### src/owm_pkg.sv
// Shared types and constants of the single-wire bus master.
package owm_pkg;

  // command codes
  localparam logic [2:0] CMD_RESET    = 3'd0;
  localparam logic [2:0] CMD_WR_BYTE  = 3'd1;
  localparam logic [2:0] CMD_RD_BYTE  = 3'd2;
  localparam logic [2:0] CMD_WR_BIT   = 3'd3;
  localparam logic [2:0] CMD_RD_BIT   = 3'd4;
  localparam logic [2:0] CMD_RD_2BITS = 3'd5;

  // register indexes
  localparam int REG_COUNT = 8;
  localparam logic [2:0] REG_RESET_LOW     = 3'd0;
  localparam logic [2:0] REG_PRES_WAIT     = 3'd1;
  localparam logic [2:0] REG_PRES_MAX      = 3'd2;
  localparam logic [2:0] REG_WR1_LOW       = 3'd3;
  localparam logic [2:0] REG_WR1_HIGH      = 3'd4;
  localparam logic [2:0] REG_WR0_LOW       = 3'd5;
  localparam logic [2:0] REG_RD_SAMPLE     = 3'd6;
  localparam logic [2:0] REG_RD_RECOVER    = 3'd7;

  localparam int REG_BITS = 10;

  // fixed slot timings in ticks
  localparam logic [REG_BITS-1:0] RESET_RELEASE_US = 10'd15;
  localparam logic [REG_BITS-1:0] READ_LOW_US      = 10'd2;
  localparam logic [REG_BITS-1:0] ZERO_RELEASE_US  = 10'd2;

  // queue between front and back
  localparam int QUEUE_DEPTH = 2;

  typedef logic [REG_COUNT-1:0][REG_BITS-1:0] cfg_regs_t;

  // classified input word
  typedef struct packed {
    logic       is_tick;   // tick word
    logic       start_ok;  // command word with a known code
    logic [2:0] command;
    logic [7:0] write_data;
    logic       line_level;
  } item_t;

  // queue handshake toward the back part
  typedef struct packed {
    logic  valid;
    item_t item;
  } queue_out_t;

endpackage

### src/owm_front.sv
// Front part: takes input words, classifies them and queues them.
module owm_front (
  input  logic               clk,
  input  logic               rst,
  input  logic               in_valid,
  output logic               in_ready,
  input  logic               kind,
  input  logic [2:0]         command,
  input  logic [7:0]         write_data,
  input  logic               line_level,
  output owm_pkg::queue_out_t q_out,
  input  logic               q_pop
);

  localparam int PTR_BITS = $clog2(owm_pkg::QUEUE_DEPTH);
  localparam int CNT_BITS = $clog2(owm_pkg::QUEUE_DEPTH + 1);

  owm_pkg::item_t                mem [owm_pkg::QUEUE_DEPTH];
  logic [PTR_BITS-1:0]           wr_ptr;
  logic [PTR_BITS-1:0]           rd_ptr;
  logic [CNT_BITS-1:0]           count;
  owm_pkg::item_t                entry;
  logic                          push;
  logic                          pop;

  // classify the incoming word
  always_comb begin
    entry.is_tick    = kind;
    entry.start_ok   = !kind && (command <= owm_pkg::CMD_RD_2BITS);
    entry.command    = command;
    entry.write_data = write_data;
    entry.line_level = line_level;
  end

  assign in_ready = (count != CNT_BITS'(owm_pkg::QUEUE_DEPTH));
  assign push     = in_valid && in_ready;
  assign pop      = q_pop && (count != '0);

  // queue storage
  always_ff @(posedge clk) begin
    if (push) begin
      mem[wr_ptr] <= entry;
    end
  end

  // queue pointers
  always_ff @(posedge clk) begin
    if (rst) begin
      wr_ptr <= '0;
      rd_ptr <= '0;
      count  <= '0;
    end else begin
      if (push) begin
        wr_ptr <= wr_ptr + PTR_BITS'(1);
      end
      if (pop) begin
        rd_ptr <= rd_ptr + PTR_BITS'(1);
      end
      count <= count + CNT_BITS'(push) - CNT_BITS'(pop);
    end
  end

  assign q_out.valid = (count != '0);
  assign q_out.item  = mem[rd_ptr];

endmodule

### src/owm_back.sv
// Back part: bus timing sequencer with a registered result stage.
module owm_back #(
  parameter int TIMER_BITS = 10
) (
  input  logic                clk,
  input  logic                rst,
  input  owm_pkg::cfg_regs_t  cfg,
  input  owm_pkg::queue_out_t q_out,
  output logic                q_pop,
  output logic                out_valid,
  input  logic                out_ready,
  output logic                drive_low,
  output logic                busy_res,
  output logic                done_res,
  output logic [7:0]          read_data,
  output logic                no_presence
);

  // phase codes
  localparam logic [3:0] PH_IDLE       = 4'd0;
  localparam logic [3:0] PH_RST_LOW    = 4'd1;
  localparam logic [3:0] PH_RST_REL    = 4'd2;
  localparam logic [3:0] PH_PRES_WAIT  = 4'd3;
  localparam logic [3:0] PH_PRES_LOW   = 4'd4;
  localparam logic [3:0] PH_WR_LOW     = 4'd5;
  localparam logic [3:0] PH_WR_HIGH    = 4'd6;
  localparam logic [3:0] PH_RD_LOW     = 4'd7;
  localparam logic [3:0] PH_RD_REL     = 4'd8;
  localparam logic [3:0] PH_RD_RECOVER = 4'd9;

  localparam int WIDE = 17;
  localparam logic [WIDE-1:0] TMAX_W = WIDE'((1 << TIMER_BITS) - 1);

  logic [3:0]            phase, phase_next;
  logic [TIMER_BITS-1:0] slot_timer, slot_timer_next;
  logic [3:0]            bit_index, bit_index_next;
  logic [7:0]            shift_data, shift_data_next;
  logic [2:0]            active_command, active_command_next;
  logic                  error_flag, error_flag_next;
  logic                  done;
  logic                  step;
  logic [TIMER_BITS:0]   tnext;
  logic [TIMER_BITS-1:0] cur_len;
  logic                  seg_end;
  logic [3:0]            bits_total;
  logic                  cur_bit;
  owm_pkg::item_t        it;

  // zero acts as one, long values clamp to the timer maximum
  function automatic logic [TIMER_BITS-1:0] seg_len(input logic [owm_pkg::REG_BITS-1:0] v);
    logic [WIDE-1:0] w;
    w = WIDE'(v);
    if (w == '0) begin
      w = WIDE'(1);
    end
    if (w > TMAX_W) begin
      w = TMAX_W;
    end
    return w[TIMER_BITS-1:0];
  endfunction

  assign it      = q_out.item;
  assign step    = q_out.valid && (!out_valid || out_ready);
  assign q_pop   = step;
  assign cur_bit = shift_data[0];
  assign tnext   = {1'b0, slot_timer} + (TIMER_BITS+1)'(1);

  // bits in the current operation
  always_comb begin
    case (active_command)
      owm_pkg::CMD_WR_BYTE, owm_pkg::CMD_RD_BYTE: bits_total = 4'd8;
      owm_pkg::CMD_RD_2BITS:                       bits_total = 4'd2;
      default:                                     bits_total = 4'd1;
    endcase
  end

  // length of the running segment
  always_comb begin
    case (phase)
      PH_RST_LOW:    cur_len = seg_len(cfg[owm_pkg::REG_RESET_LOW]);
      PH_RST_REL:    cur_len = seg_len(owm_pkg::RESET_RELEASE_US);
      PH_PRES_WAIT:  cur_len = seg_len(cfg[owm_pkg::REG_PRES_WAIT]);
      PH_WR_LOW:     cur_len = cur_bit ? seg_len(cfg[owm_pkg::REG_WR1_LOW])
                                       : seg_len(cfg[owm_pkg::REG_WR0_LOW]);
      PH_WR_HIGH:    cur_len = cur_bit ? seg_len(cfg[owm_pkg::REG_WR1_HIGH])
                                       : seg_len(owm_pkg::ZERO_RELEASE_US);
      PH_RD_LOW:     cur_len = seg_len(owm_pkg::READ_LOW_US);
      PH_RD_REL:     cur_len = seg_len(cfg[owm_pkg::REG_RD_SAMPLE]);
      PH_RD_RECOVER: cur_len = seg_len(cfg[owm_pkg::REG_RD_RECOVER]);
      default:       cur_len = seg_len(cfg[owm_pkg::REG_PRES_MAX]);
    endcase
  end

  assign seg_end = (tnext >= {1'b0, cur_len});

  // next state for one word
  always_comb begin
    phase_next          = phase;
    slot_timer_next     = slot_timer;
    bit_index_next      = bit_index;
    shift_data_next     = shift_data;
    active_command_next = active_command;
    error_flag_next     = error_flag;
    done                = 1'b0;

    if (!it.is_tick) begin
      // command word, ignored while busy
      if (phase == PH_IDLE && it.start_ok) begin
        active_command_next = it.command;
        bit_index_next      = '0;
        slot_timer_next     = '0;
        case (it.command)
          owm_pkg::CMD_RESET: begin
            error_flag_next = 1'b0;
            shift_data_next = '0;
            phase_next      = PH_RST_LOW;
          end
          owm_pkg::CMD_WR_BYTE: begin
            shift_data_next = it.write_data;
            phase_next      = PH_WR_LOW;
          end
          owm_pkg::CMD_WR_BIT: begin
            shift_data_next = {7'd0, it.write_data[0]};
            phase_next      = PH_WR_LOW;
          end
          default: begin
            shift_data_next = '0;
            phase_next      = PH_RD_LOW;
          end
        endcase
      end
    end else begin
      case (phase)
        PH_IDLE: begin
        end
        PH_RST_LOW, PH_RST_REL, PH_WR_LOW, PH_RD_LOW: begin
          if (seg_end) begin
            slot_timer_next = '0;
            case (phase)
              PH_RST_LOW: phase_next = PH_RST_REL;
              PH_RST_REL: phase_next = PH_PRES_WAIT;
              PH_WR_LOW:  phase_next = PH_WR_HIGH;
              default:    phase_next = PH_RD_REL;
            endcase
          end else begin
            slot_timer_next = tnext[TIMER_BITS-1:0];
          end
        end
        PH_PRES_WAIT: begin
          if (it.line_level) begin
            if (seg_end) begin
              error_flag_next = 1'b1;
              phase_next      = PH_IDLE;
              slot_timer_next = '0;
              done            = 1'b1;
            end else begin
              slot_timer_next = tnext[TIMER_BITS-1:0];
            end
          end else if (TIMER_BITS'(1) >= seg_len(cfg[owm_pkg::REG_PRES_MAX])) begin
            // first low tick already reaches the limit
            error_flag_next = 1'b1;
            phase_next      = PH_IDLE;
            slot_timer_next = '0;
            done            = 1'b1;
          end else begin
            phase_next      = PH_PRES_LOW;
            slot_timer_next = TIMER_BITS'(1);
          end
        end
        PH_PRES_LOW: begin
          if (it.line_level && slot_timer != '0) begin
            phase_next      = PH_IDLE;
            slot_timer_next = '0;
            done            = 1'b1;
          end else if (seg_end) begin
            error_flag_next = 1'b1;
            phase_next      = PH_IDLE;
            slot_timer_next = '0;
            done            = 1'b1;
          end else begin
            slot_timer_next = tnext[TIMER_BITS-1:0];
          end
        end
        PH_RD_REL: begin
          if (seg_end) begin
            slot_timer_next = '0;
            phase_next      = PH_RD_RECOVER;
            case (active_command)
              owm_pkg::CMD_RD_BYTE:
                shift_data_next = shift_data | (8'(it.line_level) << bit_index[2:0]);
              owm_pkg::CMD_RD_2BITS:
                shift_data_next = {shift_data[6:0], it.line_level};
              default:
                shift_data_next = {7'd0, it.line_level};
            endcase
          end else begin
            slot_timer_next = tnext[TIMER_BITS-1:0];
          end
        end
        PH_WR_HIGH, PH_RD_RECOVER: begin
          if (seg_end) begin
            slot_timer_next = '0;
            if (phase == PH_WR_HIGH) begin
              shift_data_next = {1'b0, shift_data[7:1]};
            end
            bit_index_next = bit_index + 4'd1;
            if ((bit_index + 4'd1) >= bits_total) begin
              phase_next = PH_IDLE;
              done       = 1'b1;
            end else if (active_command == owm_pkg::CMD_WR_BYTE ||
                         active_command == owm_pkg::CMD_WR_BIT) begin
              phase_next = PH_WR_LOW;
            end else begin
              phase_next = PH_RD_LOW;
            end
          end else begin
            slot_timer_next = tnext[TIMER_BITS-1:0];
          end
        end
        default: begin
          phase_next      = PH_IDLE;
          slot_timer_next = '0;
        end
      endcase
    end
  end

  // sequencer state
  always_ff @(posedge clk) begin
    if (rst) begin
      phase          <= PH_IDLE;
      slot_timer     <= '0;
      bit_index      <= '0;
      shift_data     <= '0;
      active_command <= owm_pkg::CMD_RESET;
      error_flag     <= 1'b0;
    end else if (step) begin
      phase          <= phase_next;
      slot_timer     <= slot_timer_next;
      bit_index      <= bit_index_next;
      shift_data     <= shift_data_next;
      active_command <= active_command_next;
      error_flag     <= error_flag_next;
    end
  end

  // result register valid
  always_ff @(posedge clk) begin
    if (rst) begin
      out_valid <= 1'b0;
    end else if (step) begin
      out_valid <= 1'b1;
    end else if (out_ready) begin
      out_valid <= 1'b0;
    end
  end

  // result word
  always_ff @(posedge clk) begin
    if (step) begin
      drive_low   <= (phase_next == PH_RST_LOW) || (phase_next == PH_WR_LOW) ||
                     (phase_next == PH_RD_LOW);
      busy_res    <= (phase_next != PH_IDLE);
      done_res    <= done;
      read_data   <= (done && (active_command_next == owm_pkg::CMD_RD_BYTE ||
                               active_command_next == owm_pkg::CMD_RD_BIT ||
                               active_command_next == owm_pkg::CMD_RD_2BITS))
                     ? shift_data_next : 8'd0;
      no_presence <= error_flag_next;
    end
  end

endmodule

### src/one_wire_bus_master_core.sv
// Top level of the single-wire bus master: register file and the two parts.
//
//   port group   direction  handshake          content
//   input        in         in_valid/in_ready  kind, command, write_data, line_level
//   output       out        out_valid/out_ready drive_low, busy_res, done_res,
//                                              read_data, no_presence
//   config       in/out     APB psel/penable   eight 10-bit timing registers
//
// One word per clock sustained while the output is not stalled; a taken word
// waits in the two-entry queue, then one sequencer step loads its result into
// the result register.
// The sequencer takes one queued word per clock while the result register
// is empty or being drained.
// Synchronous reset empties the queue, idles the sequencer, loads defaults.
// A stalled output holds the result; the queue keeps taking up to two words.
module one_wire_bus_master_core #(
  parameter int TIMER_BITS = 10
) (
  input  logic        clk,
  input  logic        rst,
  // input words
  input  logic        in_valid,
  output logic        in_ready,
  input  logic        kind,
  input  logic [2:0]  command,
  input  logic [7:0]  write_data,
  input  logic        line_level,
  // result words
  output logic        out_valid,
  input  logic        out_ready,
  output logic        drive_low,
  output logic        busy_res,
  output logic        done_res,
  output logic [7:0]  read_data,
  output logic        no_presence,
  // register port
  input  logic        psel,
  input  logic        penable,
  input  logic        pwrite,
  input  logic [4:0]  paddr,
  input  logic [31:0] pwdata,
  output logic [31:0] prdata,
  output logic        pready
);

  owm_pkg::cfg_regs_t  cfg;
  owm_pkg::queue_out_t q_out;
  logic                q_pop;
  logic [2:0]          reg_idx;

  assign reg_idx = paddr[4:2];
  assign pready  = 1'b1;
  assign prdata  = {22'd0, cfg[reg_idx]};

  // timing registers
  always_ff @(posedge clk) begin
    if (rst) begin
      cfg[owm_pkg::REG_RESET_LOW]  <= 10'd480;
      cfg[owm_pkg::REG_PRES_WAIT]  <= 10'd100;
      cfg[owm_pkg::REG_PRES_MAX]   <= 10'd240;
      cfg[owm_pkg::REG_WR1_LOW]    <= 10'd10;
      cfg[owm_pkg::REG_WR1_HIGH]   <= 10'd50;
      cfg[owm_pkg::REG_WR0_LOW]    <= 10'd60;
      cfg[owm_pkg::REG_RD_SAMPLE]  <= 10'd12;
      cfg[owm_pkg::REG_RD_RECOVER] <= 10'd50;
    end else if (psel && penable && pwrite && pready) begin
      cfg[reg_idx] <= pwdata[owm_pkg::REG_BITS-1:0];
    end
  end

  owm_front u_front (
    .clk        (clk),
    .rst        (rst),
    .in_valid   (in_valid),
    .in_ready   (in_ready),
    .kind       (kind),
    .command    (command),
    .write_data (write_data),
    .line_level (line_level),
    .q_out      (q_out),
    .q_pop      (q_pop)
  );

  owm_back #(
    .TIMER_BITS (TIMER_BITS)
  ) u_back (
    .clk         (clk),
    .rst         (rst),
    .cfg         (cfg),
    .q_out       (q_out),
    .q_pop       (q_pop),
    .out_valid   (out_valid),
    .out_ready   (out_ready),
    .drive_low   (drive_low),
    .busy_res    (busy_res),
    .done_res    (done_res),
    .read_data   (read_data),
    .no_presence (no_presence)
  );

endmodule

### config.mk
export PLATFORM = sky130hd
export DESIGN_NAME = one_wire_bus_master_core
export DESIGN_NICKNAME = d
export VERILOG_FILES = /design/src/owm_pkg.sv /design/src/owm_front.sv /design/src/owm_back.sv /design/src/one_wire_bus_master_core.sv
export SDC_FILE = /design/constraint.sdc
export NUM_CORES = 1
export LEC_CHECK = 0
export BUFFER_PORTS_ARGS = -buffer_cell sky130_fd_sc_hd__buf_2
export CAP_MARGIN = 40
export CORE_AREA = 2 2 126 128
export CTS_CLUSTER_DIAMETER = 40
export DETAILED_ROUTE_END_ITERATION = 6
export DIE_AREA = 0 0 128 130
export HOLD_SLACK_MARGIN = 0.05
export PLACE_DENSITY_LB_ADDON = 0.12
export RECOVER_POWER = 100
export SYNTH_ARGS = -nofsm -noshare
export SYNTH_HDL_FRONTEND = slang
export SYNTH_SLANG_ARGS = --single-unit
### constraint.sdc
create_clock -name clk -period 4.6 [get_ports clk]
set_clock_uncertainty 0.15 [all_clocks]
set_input_delay 0 -clock clk [delete_from_list [all_inputs] [get_ports clk]]
set_output_delay 0 -clock clk [all_outputs]
set_load 0.05 [all_outputs]
==> out/results.tsv <==
stage	metric	value	unit
global_routing	first-pass GRT wire length	41700	µm
clocking	CTS tree	yes	
setup_path	CP startpoint kind	flip-flop	
setup_path	Crit path largest cell delay	0.56	ns
detailed_routing	number of DRC markers in iteration 0	782	
pwr	VDD IR max	0.3271	mV
sta	setup tns final	0	ns
global_routing	number of antenna violations at the first check in global routing	0	
logic_synthesis	synth warn	0	
detailed_routing	First-pass DRT Iterations	5	
final_layout	fin area	0.01006	mm²
setup_path	CP arrival	4.40	ns
clocking	CTS Buffer Depth	2	
placement	final estimated routing congestion in global placement	0.9802	
sta	Tmin final	4.376	ns
flow_run	Maximum Capacitance Violations	4	
setup_path	Worst Setup Path Type	flip-flop to flip-flop	
logic_synthesis	Synth Flop Type	dfxtp_1	
clocking	H-tree level count	4	
floorplanning	die area	0.01664	mm²
floorplanning	core area	0.01542	mm²
sta	fmax	228.5	MHz
floorplanning	Rows	46	
setup_path	Worst EP required	4.62	ns
setup_path	buffers and inverters on the worst path	1	
floorplanning	Top Ports	104	
final_layout	Cell Count, Final, Fillers Out	1310	
global_routing	GR Layer Usage met2	51.78	%
logic_synthesis	Synth async-reset ratio	0	%
setup_path	Slowest-stage cell, CP	or4_1	
pwr	pwr/cell area	499.0	mW/mm²
floorplanning	Starting Density	57.60	%
sta	RSZ-0062 raised after global routing	false	
global_routing	Top Usage Layer GRT	met2	
sta	Slew Limit Headroom	-41.41	%
sta	Worst Tran Pin Value	2.121	ns
logic_synthesis	Synth Instances	1034	
final_layout	Layout Nets	1180	
clocking	Clock Latency Late Sink	0.44	ns
placement	DP Area	0.009313	mm²
global_routing	total track usage	32.22	%
final_layout	register area	0.003525	mm²
logic_synthesis	most area-hungry cell type in the Yosys netlist	dfxtp_1	
setup_path	CP Capture Type	flip-flop	
placement	HPWL Detailed	18730	µm
final_layout	filler instances	1373	
run_status	status	finished with violations	
sta	Final Cycle Share	95.14	%
floorplanning	Chip Height	130	µm
detailed_routing	Avg Vias per Cell	6.273	
logic_synthesis	sequential area share after synthesis	39.66	%
sta	count of final setup violators	0	
sta	final hold viol count	0	
logic_synthesis	Mean Syn Cell Area	8.593	µm²
logic_synthesis	most numerous cell in the Yosys netlist	nand2_1	
run_status	failing checks	max-capacitance violations, max-slew violations	
global_routing	M1 GR Usage	42.60	%
detailed_routing	antenna viol nets, final	0	
global_routing	GR Overflow Total	0	
logic_synthesis	synthesized cell area	0.008885	mm²
clocking	# clock sinks	156	
clocking	Num CTS Buffers	17	
clocking	Worst-path clk slew	0.07	ns
pwr	leakage	3.604	nW
detailed_routing	drt total wl	26140	µm
logic_synthesis	Netlist cell types	71	
placement	number of port buffers	56	
placement	# placed instances	1249	
global_routing	largest net degree at the start of global routing	47	
setup_path	crit-path cells	or4_1 -> o41ai_1 -> nor2_1 -> o311a_1 -> a31oi_1 -> ha_1 -> nand2b_1 -> a211o_1 -> a21oi_2 -> o21a_1 -> o311ai_1 -> o21ai_1 -> buf_4 -> nor3_1	
worst_hold_path	Min-Delay Path Class	input pin to flip-flop	
final_layout	Antenna Cells	0	
clocking	Root Buffer	clkbuf_16	
logic_synthesis	flops & latches, synth	156	
final_layout	fraction of layout instances using a drive strength above 1	10.73	%
sta	max-slew violation count	152	
logic_synthesis	Synth top cells by count	179 x nand2_1, 116 x dfxtp_1, 93 x nor2_1	
final_layout	footprint of the multi-input gates	0.004938	mm²
sta	hold_ws	0.1349	ns
setup_path	R2R Setup Slk	0.22	ns
detailed_routing	DR vias	8218	
setup_path	Crit Path Max Fanout	7	
logic_synthesis	ranking of synthesized cells by area	dfxtp_1 26%, edfxtp_1 14%, nand2_1 7.6%	
logic_synthesis	EDFF count, synth	40	
setup_path	delay-heaviest family, CP	compound AO/OA/AOI/OAI gates	
final_layout	Area growth syn-to-layout	13.21	%
detailed_routing	drc violations	0	
detailed_routing	Avg WL per Cell	19.95	µm
floorplanning	Die W	128	µm
logic_synthesis	Synth top area share	26.14	%
global_routing	M3 GR Usage	6.601	%
global_routing	vias in the first global route	7673	
pwr	Total Power	5.019	mW
-- flip-flops by register name, summed over array words and instances, names as in the netlist, 2 cells and up, named ones only --
| register | cells |
|---|---|
| cfg | 80 |
| u_back.active_command | 3 |
| u_back.bit_index | 4 |
| u_back.phase | 4 |
| u_back.read_data | 8 |
| u_back.shift_data | 8 |
| u_back.slot_timer | 10 |
| u_front.count | 2 |
| u_front.mem | 28 |
-- kinds of logic (layout without fill, tap and decap cells) --
| kind of cell | Yosys count | in the layout | synth area share, % |
|---|---|---|---|
| AO/OA/AOI/OAI | 258 | 258 | 19.43 |
| XOR/XNOR | 15 | 15 | 1.479 |
| adder cells (fa/ha/maj) | 18 | 18 | 2.535 |
| buffers and inverters | 102 | 165 | 5.675 |
| flip-flops | 156 | 156 | 39.66 |
| multiplexers | 76 | 76 | 10.25 |
| other | 2 | 23 | 0.08453 |
| AND/OR/NAND/NOR | 407 | 407 | 20.88 |
-- cells in the final DEF, fill, tap and decap left out, types with 11 or more instances in the layout --
master	count
nor2_1	92
dfxtp_1	115
mux2i_1	46
clkbuf_1	46
nand2b_1	14
nor3_1	22
clkbuf_16	17
buf_2	19
edfxtp_1	40
conb_1	23
a31oi_1	18
inv_1	13
ha_1	18
a21oi_1	72
buf_4	22
nor4_1	12
nand2_1	179
mux2_2	20
dlygate4sd3_1	29
a221oi_1	13
nand3_1	29
o21ai_0	35
nor2b_1	11
a211oi_1	24
-- path summary, 6_finish.rpt --
check / from / endpoint / cells past startpoint
setup / recovery: cfg[35]$_SDFFE_PP0P_ / u_back.read_data[1]$_SDFFCE_PN0P_ / 14
hold / removal: psel / cfg[66]$_SDFFE_PP0P_ / 5
setup reg to reg: cfg[35]$_SDFFE_PP0P_ / u_back.read_data[1]$_SDFFCE_PN0P_ / 14
hold reg to reg: u_back.error_flag$_SDFFE_PP0P_ / u_back.error_flag$_SDFFE_PP0P_ / 1
-- power breakdown --
| part | leakage [nW] | internal [mW] | switching [mW] |
|---|---|---|---|
| logic | 2.01 | 0.661 | 1.33 |
| clock network | 0.278 | 0.722 | 0.616 |
| registers | 1.32 | 1.57 | 0.128 |
| total | 3.60 | 2.95 | 2.07 |
-- per-stage QoR --
stage	setup slack, ns	utilization (%)
global placement	0.3049	60.07
finish	0.2236	65.21
global route	0.01956	65.21
floorplan	0.4898	-
detailed placement	0.3005	60.37
CTS	0.2840	65.83
-- metal layers --
metal,up-vias,wire length (µm)
met5,-,0
met4,0,909
met3,78,2031
met2,437,12020
met1,3793,11180
li1,3910,-
-- worst min-delay path, delay by kind of cell --
kind | cells | cell delay, ns
buffers and inverters | 1 | 0.10
muxes | 1 | 0.14
and+or+nand+nor | 3 | 0.44
-- timing repair --
action                     CTS  global route
setup buffers                0             0
setup endpoints to repair    0             5
hold buffers                29             0
hold endpoints to repair   126             0
resized for setup            0             2
-- cell type report --
| class | instances | area share [%] |
|---|---|---|
| clock buffer | 19 | 4.416 |
| clock inverter | 13 | 1.057 |
| inverter | 15 | 0.5598 |
| multi-input combinational | 797 | 49.10 |
| sequential | 156 | 35.04 |
| tap | 192 | 2.388 |
| timing repair buffer | 118 | 7.439 |
(Power assumes the default switching activity.)
